File: src/rtl/core/mrbt_pkg.sv
`timescale 1ns / 1ps
// ----------------------------------------------------------------------------
// mrbt_pkg
// Types, state codes and Manchester coding functions for the radio byte
// transceiver.
// ----------------------------------------------------------------------------
package mrbt_pkg;

    // Operation codes carried on the input tuser.
    localparam logic [2:0] OP_SEND   = 3'd0;
    localparam logic [2:0] OP_TICK   = 3'd1;
    localparam logic [2:0] OP_SAMPLE = 3'd2;
    localparam logic [2:0] OP_POWER  = 3'd3;
    localparam logic [2:0] OP_STOP   = 3'd4;

    // Mode state codes.
    localparam logic [2:0] ST_SEARCH    = 3'd0;
    localparam logic [2:0] ST_TX_IDLE   = 3'd2;
    localparam logic [2:0] ST_TX_QUEUED = 3'd4;
    localparam logic [2:0] ST_RX_START  = 3'd5;
    localparam logic [2:0] ST_RX_DATA   = 3'd6;
    localparam logic [2:0] ST_OFF       = 3'd7;

    // Held-sample marker meaning no sample is pending.
    localparam logic [1:0] NO_SAMPLE = 2'd2;

    // Start frame bytes.
    localparam logic [7:0] SYNC_HIGH = 8'h99;
    localparam logic [7:0] SYNC_LOW  = 8'h9a;

    // Bit rate codes.
    localparam logic [1:0] RATE_SEARCH = 2'd0;
    localparam logic [1:0] RATE_ALIGN  = 2'd1;
    localparam logic [1:0] RATE_DATA   = 2'd2;

    // Radio mode codes.
    localparam logic [1:0] RADIO_OFF = 2'd0;
    localparam logic [1:0] RADIO_RX  = 2'd1;
    localparam logic [1:0] RADIO_TX  = 2'd2;

    localparam int unsigned OUT_TDATA_W = 24;

    typedef struct packed {
        logic       accepted;
        logic       tx_bit_valid;
        logic       tx_bit;
        logic       tx_byte_ready;
        logic       tx_done;
        logic       rx_byte_valid;
        logic [7:0] rx_byte;
        logic [1:0] bit_rate;
        logic [1:0] radio_mode;
    } t_result;

    // Each data bit i goes to code bit 2i+1, its complement to code bit 2i.
    function automatic logic [7:0] man_encode(input logic [3:0] nib);
        logic [7:0] c;
        for (int i = 0; i < 4; i++) begin
            c[2*i+1] = nib[i];
            c[2*i]   = ~nib[i];
        end
        return c;
    endfunction

    function automatic logic [7:0] man_decode(input logic [7:0] hi, input logic [7:0] lo);
        return {hi[7], hi[5], hi[3], hi[1], lo[7], lo[5], lo[3], lo[1]};
    endfunction

endpackage

File: src/rtl/core/mrbt_step.sv
`timescale 1ns / 1ps
// ----------------------------------------------------------------------------
// mrbt_step
// Transceiver state registers and the per-item update logic. The result of
// an item is formed combinationally from the current state and the item.
// ----------------------------------------------------------------------------
module mrbt_step
    import mrbt_pkg::*;
(
    input  logic       i_clk,
    input  logic       i_rst_n,
    input  logic       i_accept,
    input  logic [2:0] i_operation,
    input  logic [7:0] i_data_in,
    input  logic       i_power_on,
    output t_result    o_result
);

    logic [2:0] r_mode,       n_mode;
    logic [7:0] r_shift_high, n_shift_high;
    logic [7:0] r_shift_low,  n_shift_low;
    logic [7:0] r_code_high,  n_code_high;
    logic [7:0] r_code_low,   n_code_low;
    logic [4:0] r_bit_count,  n_bit_count;
    logic [1:0] r_prev,       n_prev;
    logic [1:0] r_rate,       n_rate;

    logic       cur_tx;
    logic       sample;
    logic [4:0] count_inc;
    logic [7:0] srch_high;
    logic [7:0] srch_low;
    logic [7:0] rx_high;

    assign cur_tx    = (r_mode >= 3'd1) && (r_mode <= 3'd4);
    assign sample    = i_data_in[0];
    assign count_inc = r_bit_count + 5'd1;
    assign srch_high = {sample, r_shift_high[7:1]};
    assign srch_low  = {r_shift_high[0], r_shift_low[7:1]};
    assign rx_high   = {sample, r_shift_high[7:1]};

    always_comb begin
        n_mode       = r_mode;
        n_shift_high = r_shift_high;
        n_shift_low  = r_shift_low;
        n_code_high  = r_code_high;
        n_code_low   = r_code_low;
        n_bit_count  = r_bit_count;
        n_prev       = r_prev;
        n_rate       = r_rate;

        o_result               = '0;

        unique case (i_operation)
            OP_SEND: begin
                if (r_mode == ST_SEARCH) begin
                    n_code_low        = man_encode(i_data_in[3:0]);
                    n_code_high       = man_encode(i_data_in[7:4]);
                    n_shift_high      = SYNC_HIGH;
                    n_shift_low       = SYNC_LOW;
                    n_bit_count       = '0;
                    n_mode            = ST_TX_QUEUED;
                    n_rate            = RATE_DATA;
                    o_result.accepted = 1'b1;
                end else if (r_mode == ST_TX_IDLE) begin
                    n_code_low        = man_encode(i_data_in[3:0]);
                    n_code_high       = man_encode(i_data_in[7:4]);
                    n_mode            = ST_TX_QUEUED;
                    o_result.accepted = 1'b1;
                end
            end
            OP_TICK: begin
                if (cur_tx) begin
                    o_result.accepted     = 1'b1;
                    o_result.tx_bit_valid = 1'b1;
                    o_result.tx_bit       = r_shift_low[0];
                    n_shift_low           = {1'b0, r_shift_low[7:1]};
                    n_bit_count           = count_inc;
                    if (count_inc == 5'd8) begin
                        n_shift_low = r_shift_high;
                    end else if (count_inc == 5'd16) begin
                        o_result.tx_byte_ready = 1'b1;
                        // A queued byte starts its word; otherwise the frame ends.
                        if (r_mode == ST_TX_QUEUED) begin
                            n_shift_high = r_code_high;
                            n_shift_low  = r_code_low;
                            n_bit_count  = '0;
                            n_mode       = ST_TX_IDLE;
                        end else begin
                            n_mode           = ST_SEARCH;
                            n_rate           = RATE_SEARCH;
                            o_result.tx_done = 1'b1;
                        end
                    end
                end
            end
            OP_SAMPLE: begin
                if (r_mode == ST_SEARCH) begin
                    // Samples arrive doubled: only a repeated value is shifted in.
                    if (r_prev != {1'b0, sample}) begin
                        n_prev = {1'b0, sample};
                    end else begin
                        n_prev       = NO_SAMPLE;
                        n_shift_high = srch_high;
                        n_shift_low  = srch_low;
                        if ((srch_high == SYNC_HIGH) && (srch_low == SYNC_LOW)) begin
                            n_mode      = ST_RX_START;
                            n_bit_count = '0;
                            n_rate      = RATE_ALIGN;
                        end
                    end
                end else if (r_mode == ST_RX_START) begin
                    n_rate       = RATE_DATA;
                    n_mode       = ST_RX_DATA;
                    n_bit_count  = 5'd1;
                    n_shift_high = {sample, 7'd0};
                end else if (r_mode == ST_RX_DATA) begin
                    n_bit_count  = count_inc;
                    n_shift_high = rx_high;
                    if (count_inc == 5'd8) begin
                        n_code_low = rx_high;
                    end else if (count_inc == 5'd16) begin
                        n_bit_count            = '0;
                        n_code_high            = rx_high;
                        n_mode                 = ST_RX_START;
                        o_result.rx_byte_valid = 1'b1;
                        o_result.rx_byte       = man_decode(rx_high, r_code_low);
                    end
                end
            end
            OP_POWER: begin
                if (i_power_on) begin
                    n_mode = ST_SEARCH;
                    n_rate = RATE_SEARCH;
                end else begin
                    n_mode = ST_OFF;
                end
            end
            OP_STOP: begin
                if ((r_mode == ST_RX_START) || (r_mode == ST_RX_DATA)) begin
                    n_mode = ST_SEARCH;
                    n_rate = RATE_SEARCH;
                end
            end
            default: begin
            end
        endcase

        o_result.bit_rate = n_rate;
        if (n_mode == ST_OFF) begin
            o_result.radio_mode = RADIO_OFF;
        end else if ((n_mode >= 3'd1) && (n_mode <= 3'd4)) begin
            o_result.radio_mode = RADIO_TX;
        end else begin
            o_result.radio_mode = RADIO_RX;
        end
    end

    always_ff @(posedge i_clk) begin
        if (!i_rst_n) begin
            r_mode       <= ST_SEARCH;
            r_shift_high <= '0;
            r_shift_low  <= '0;
            r_code_high  <= '0;
            r_code_low   <= '0;
            r_bit_count  <= '0;
            r_prev       <= '0;
            r_rate       <= RATE_SEARCH;
        end else if (i_accept) begin
            r_mode       <= n_mode;
            r_shift_high <= n_shift_high;
            r_shift_low  <= n_shift_low;
            r_code_high  <= n_code_high;
            r_code_low   <= n_code_low;
            r_bit_count  <= n_bit_count;
            r_prev       <= n_prev;
            r_rate       <= n_rate;
        end
    end

endmodule

File: src/rtl/core/mrbt_out_reg.sv
`timescale 1ns / 1ps
// ----------------------------------------------------------------------------
// mrbt_out_reg
// Result register on the output stream. It takes a new item whenever it is
// empty or its current item is leaving in the same cycle.
// ----------------------------------------------------------------------------
module mrbt_out_reg
    import mrbt_pkg::*;
(
    input  logic                   i_clk,
    input  logic                   i_rst_n,
    input  logic                   i_load,
    input  t_result                i_result,
    output logic                   o_ready,
    output logic                   m_axis_tvalid,
    input  logic                   m_axis_tready,
    output logic [OUT_TDATA_W-1:0] m_axis_tdata
);

    logic                   r_valid;
    logic [OUT_TDATA_W-1:0] r_data;
    logic [OUT_TDATA_W-1:0] n_data;

    assign o_ready = !r_valid || m_axis_tready;

    assign n_data = {6'd0,
                     i_result.radio_mode,
                     i_result.bit_rate,
                     i_result.rx_byte,
                     i_result.rx_byte_valid,
                     i_result.tx_done,
                     i_result.tx_byte_ready,
                     i_result.tx_bit,
                     i_result.tx_bit_valid,
                     i_result.accepted};

    always_ff @(posedge i_clk) begin
        if (!i_rst_n) begin
            r_valid <= 1'b0;
        end else if (i_load) begin
            r_valid <= 1'b1;
        end else if (m_axis_tready) begin
            r_valid <= 1'b0;
        end
    end

    always_ff @(posedge i_clk) begin
        if (i_load) begin
            r_data <= n_data;
        end
    end

    assign m_axis_tvalid = r_valid;
    assign m_axis_tdata  = r_data;

endmodule

File: src/rtl/core/manchester_radio_byte_transceiver_unit.sv
`timescale 1ns / 1ps
// ----------------------------------------------------------------------------
// manchester_radio_byte_transceiver_unit
// The result of an item is on the output in the cycle after it is taken.
// Throughput: one item per cycle while m_axis_tready does not stall; the state
// update is a single shift/compare step between state and output registers.
// Reset (synchronous, active low) returns the radio to receive search with all
// shift, code and count registers cleared and the output register empty.
// ----------------------------------------------------------------------------
module manchester_radio_byte_transceiver_unit
    import mrbt_pkg::*;
(
    input  logic                   i_clk,
    input  logic                   i_rst_n,
    input  logic                   s_axis_tvalid,
    output logic                   s_axis_tready,
    // [7:0] data_in, [8] power_on, [15:9] zero
    input  logic [15:0]            s_axis_tdata,
    // [2:0] operation
    input  logic [2:0]             s_axis_tuser,
    output logic                   m_axis_tvalid,
    input  logic                   m_axis_tready,
    // [0] accepted, [1] tx_bit_valid, [2] tx_bit, [3] tx_byte_ready, [4] tx_done,
    // [5] rx_byte_valid, [13:6] rx_byte, [15:14] bit_rate, [17:16] radio_mode,
    // [23:18] zero
    output logic [OUT_TDATA_W-1:0] m_axis_tdata
);

    logic    accept;
    logic    out_ready;
    t_result result;

    assign s_axis_tready = out_ready;
    assign accept        = s_axis_tvalid && out_ready;

    mrbt_step u_step (
        .i_clk       (i_clk),
        .i_rst_n     (i_rst_n),
        .i_accept    (accept),
        .i_operation (s_axis_tuser),
        .i_data_in   (s_axis_tdata[7:0]),
        .i_power_on  (s_axis_tdata[8]),
        .o_result    (result)
    );

    mrbt_out_reg u_out_reg (
        .i_clk         (i_clk),
        .i_rst_n       (i_rst_n),
        .i_load        (accept),
        .i_result      (result),
        .o_ready       (out_ready),
        .m_axis_tvalid (m_axis_tvalid),
        .m_axis_tready (m_axis_tready),
        .m_axis_tdata  (m_axis_tdata)
    );

endmodule
File: config.mk
export PLATFORM = sky130hd
export DESIGN_NAME = manchester_radio_byte_transceiver_unit
export DESIGN_NICKNAME = d
export VERILOG_FILES = /design/src/rtl/core/mrbt_pkg.sv /design/src/rtl/core/mrbt_step.sv /design/src/rtl/core/mrbt_out_reg.sv /design/src/rtl/core/manchester_radio_byte_transceiver_unit.sv
export SDC_FILE = /design/constraint.sdc
export NUM_CORES = 1
export LEC_CHECK = 0
export ABC_AREA = 1
export BUFFER_PORTS_ARGS = -buffer_cell sky130_fd_sc_hd__buf_2
export CAP_MARGIN = 30
export CORE_UTILIZATION = 57
export CTS_CLUSTER_SIZE = 8
export DETAILED_ROUTE_END_ITERATION = 12
export GPL_TIMING_DRIVEN = 0
export PLACE_DENSITY = 0.88
export RECOVER_POWER = 25
export SYNTH_ARGS = -nofsm -noshare
export SYNTH_HDL_FRONTEND = slang
export SYNTH_SLANG_ARGS = --single-unit
File: constraint.sdc
create_clock -name i_clk -period 2.1 [get_ports i_clk]
set_input_delay 0.21 -clock i_clk [delete_from_list [all_inputs] [get_ports i_clk]]
set_output_delay 0.21 -clock i_clk [all_outputs]
set_load 0.01 [all_outputs]
==> metrics.md <==
| Metric | Value |
|---|---|
| Total instance count after detailed placement | 620 |
| Post-route setup TNS | 0 ns |
| Warning count from the yosys run | 0 |
| Die Footprint | 0.006491 mm^2 |
| Residual antenna-violating net count after detailed routing | 0 |
| Pwr per Cell Area | 668.3 mW/mm^2 |
| Fraction of registers with async set or reset after synthesis | 0 |
| Max incr delay on CP | 0.47 ns |
| Clock transition time at the flip-flop clock pins of the worst setup and hold paths | 0.08 ns |
| Synthesized netlist cell count | 505 |
| Data required time of the worst path | 2.22 ns |
| Slew at the pin with the worst max-slew slack | 0.8376 ns |
| Critical-path top delay cell | dfxtp_1 |
| Number of pins exceeding their max-slew limit in the final report | 0 |
| Share of layout cells above drive strength 1 | 0.1585 |
| Leak pwr | 0.001771 uW |
| Final critical-path setup slack | 0.08541 ns |
| Number of top-level design ports | 49 |
| Worst setup timing slack at the placement stage | -0.1447 ns |
| #FFs+latches synth | 63 |
| Ranking of synthesized cells by area | dfxtp_1 (26%), edfxtp_1 (15%), nand2_1 (10%) |
| Setup slack on the worst flop-to-flop path | 0.09 ns |
| Number of global-route vias before repair | 3170 |
| Count of hold-fix buffers inserted at cts | 0 |
| Global-route wire length before repair | 15170 um |
| Destination of the worst register-to-register timing path | u_out_reg.m_axis_tdata[16] |
| Slew HR | 0.4410 |
| Worst path most repeated cell | nand2_1 |
| Most used flip-flop cell after synthesis | dfxtp_1 |
| Initial standard-cell utilization of the core | 0.5943 |
| Kind of launch point of the worst setup path | register |
| Total grt overflow | 0 |
| DIE WIDTH | 80.57 um |
| Floorplan core area | 0.005921 mm^2 |
| Achievable frequency | 496.4 MHz |
| Number of I/O port buffers | 35 |
| VDD IR-drop max | 0.0004656 V |
| Weighted congestion at the end of routability-driven global placement | 0.9573 |
| Part of the Yosys area used for sequential elements | 0.4097 |
| Area added between synthesis and finish | 15.54% |
| GRT Util Overall | 0.3147 |
| CP delay by family, top | simple AND/OR/NAND/NOR gates |
| Endpoint class of the critical path | register |
| End-of-flow core utilization | 0.6866 |
| Number of antenna violations at the first check in global routing | 0 |
| Clk root buf | clkbuf_8 |
| Area fraction of the dominant cell type after synthesis | 0.2560 |
| Max Clock Skew | 0.01006 ns |
| Count of final hold-check violations | 0 |
| CTS H-tree lvls | 3 |
| Top cell type by total area after synthesis | dfxtp_1 |
| Result of the run | finished, final reports clean |
| Largest driver fanout on the critical path | 6 |
| EDFF count, synth | 18 |
| Routed wire length | 9603 um |
| Critical hold path startpoint | m_axis_tready |
| Via/cell ratio | 5.655 |
| Crit path time final | 2.015 ns |
| R2r worst-path depth | 13 |
| Commonest cells after routing, fill and taps aside | nand2_1 (91), inv_1 (71), a21oi_1 (62) |
| Distinct cell type count after synthesis | 36 |
| Share of the clock period used by the worst path | 0.9593 |
| Number of setup violations in the final report | 0 |
| Clock latency reported for the late side of the worst-skew pair | 0.35 ns |
| Number of buffer and inverter instances along the worst setup path | 2 |
| Largest net degree at the start of global routing | 22 |
| Critical-path cell list | nand2_1, inv_1, nand2_1, nand4_1, nand2_1, nor2_1, nand3_1, nand2_1, nand2_2, inv_2, nand3_1, nand2_2, nor2_2 |
| Final non-filler cell total | 643 |
| First drt pass iteration count | 5 |
| Number of vias in the routed layout | 3636 |
| # nets final | 588 |
| Leading cell type in the layout, fill and taps excluded | nand2_1 |
| Worst Hold Margin | 0.1682 ns |
| MaxCap Viol Count | 0 |
| Crit path DAT | 2.13 ns |
| Critical path type | reg -> reg |
| Post-detailed-placement half-perimeter wirelength | 6990 um |
| RSZ-0062 raised after global routing | true |
| Antenna diode instance count | 0 |
| Detailed-route wire length per cell | 14.93 um |
| Number of buffers created by CTS | 9 |
| Post-synthesis average cell area | 6.967 um^2 |
| DRC violation count after routing | 0 |
| Initial DRC Count | 337 |
| Clock tree from TritonCTS | done |
| Hold Path Depth | 4 |
| Worst r2r src | u_step.r_mode[0] |
| Die outline height | 80.57 um |
| Summed instance area of the synthesized netlist | 0.003518 mm^2 |
| Hold Crit Class | in -> reg |
| Rows | 28 |
| CTS Sinks | 63 |
| Deepest clock path buffer count | 2 |
| Terminating pin of the worst hold path | u_out_reg.m_axis_tvalid |
==> synthesized netlist by cell type (6+ instances only) <==
| cell | instances |
|---|---|
| a21oi_1 | 62 |
| buf_2 | 6 |
| buf_4 | 7 |
| clkbuf_1 | 8 |
| dfxtp_1 | 45 |
| edfxtp_1 | 18 |
| inv_1 | 72 |
| inv_2 | 6 |
| nand2_1 | 94 |
| nand2_2 | 6 |
| nand3_1 | 22 |
| nor2_1 | 51 |
| o21ai_0 | 46 |
| o21ai_1 | 17 |
==> power breakdown <==
group	switching, uW	internal (uW)	leakage [uW]
Combinational	285	129	0.00114
Sequential	34.1	1310	0.000551
Clock	527	428	0.0000836
==> per-layer routing <==
| layer | GRT usage | wire (um) | up-vias |
|---|---|---|---|
| met4 | 0.1089 | 196 | 0 |
| met2 | 0.4898 | 4369 | 191 |
| met3 | 0.07955 | 915 | 18 |
| met5 | 0 | 0 | - |
| li1 | - | - | 1772 |
| met1 | 0.4201 | 4122 | 1655 |
==> worst max path at each step <==
stage / endpoint / from / depth (start not counted)
after floorplan: u_out_reg.m_axis_tdata[16] / u_step.r_bit_count[0] / 16
after global placement: u_out_reg.m_axis_tdata[16] / u_step.r_bit_count[0] / 16
after detailed placement: u_out_reg.m_axis_tdata[16] / u_step.r_bit_count[0] / 16
after CTS: u_out_reg.m_axis_tdata[16] / u_step.r_bit_count[0] / 16
after global routing: u_step.r_shift_low[0] / u_step.r_mode[2] / 9
final: u_out_reg.m_axis_tdata[16] / u_step.r_mode[0] / 13
==> kinds of logic (layout without fill, tap and decap cells) <==
logic type / after synthesis / after routing / share of synthesized area
AOI/OAI and AO/OA: 141 / 141 / 0.2130
adders and majority gates: 2 / 2 / 0.007111
buffers and inverters: 101 / 159 / 0.1195
DFF: 63 / 63 / 0.4097
other: 1 / 6 / 0.001066
and+or+nand+nor: 197 / 197 / 0.2496
==> worst reg2reg max path: stages (launching register included) <==
cell and delay [ns]:
dfxtp_1 0.47, nand2_1 0.08, inv_1 0.07, nand2_1 0.17
nand4_1 0.21, nand2_1 0.11, nor2_1 0.12, nand3_1 0.11
nand2_1 0.10, nand2_2 0.07, inv_2 0.06, nand3_1 0.09
nand2_2 0.09, nor2_2 0.03
==> layout make-up <==
type / instances / area (um^2)
plain buffers: 22 / 123.9
clock buffers: 9 / 123.9
clock inverters: 7 / 47.55
fillers: 513 / 1856
inverters: 79 / 296.5
multi-input cells: 346 / 1712
flip-flops and latches: 63 / 1449
well taps: 75 / 93.84
repair buffers: 42 / 219.0
==> through the flow <==
step | power (uW) | instance area, um^2
3_5_place_dp | 1779 | 3806
2_1_floorplan | 1653 | 3537
6_report | 2717 | 4065
3_3_place_gp | 1768 | 3806
4_1_cts | 2712 | 4005
5_1_grt | 2822 | 4065
==> registers in the layout (all words and copies together), names as in the netlist <==
signal / flops
u_out_reg.m_axis_tdata: 18
u_step.r_code_high: 8
u_step.r_code_low: 8
u_step.r_shift_high: 8
u_step.r_shift_low: 8
u_step.r_bit_count: 5
u_step.r_mode: 3
u_step.r_prev: 2
u_step.r_rate: 2
u_out_reg.m_axis_tvalid: 1
==> what timing repair did <==
item,CTS,global route
setup endpoints to repair,6,13
gates resized for setup,4,13
pin swaps,2,3
setup buffers,1,6
(Power assumes the default switching activity.)
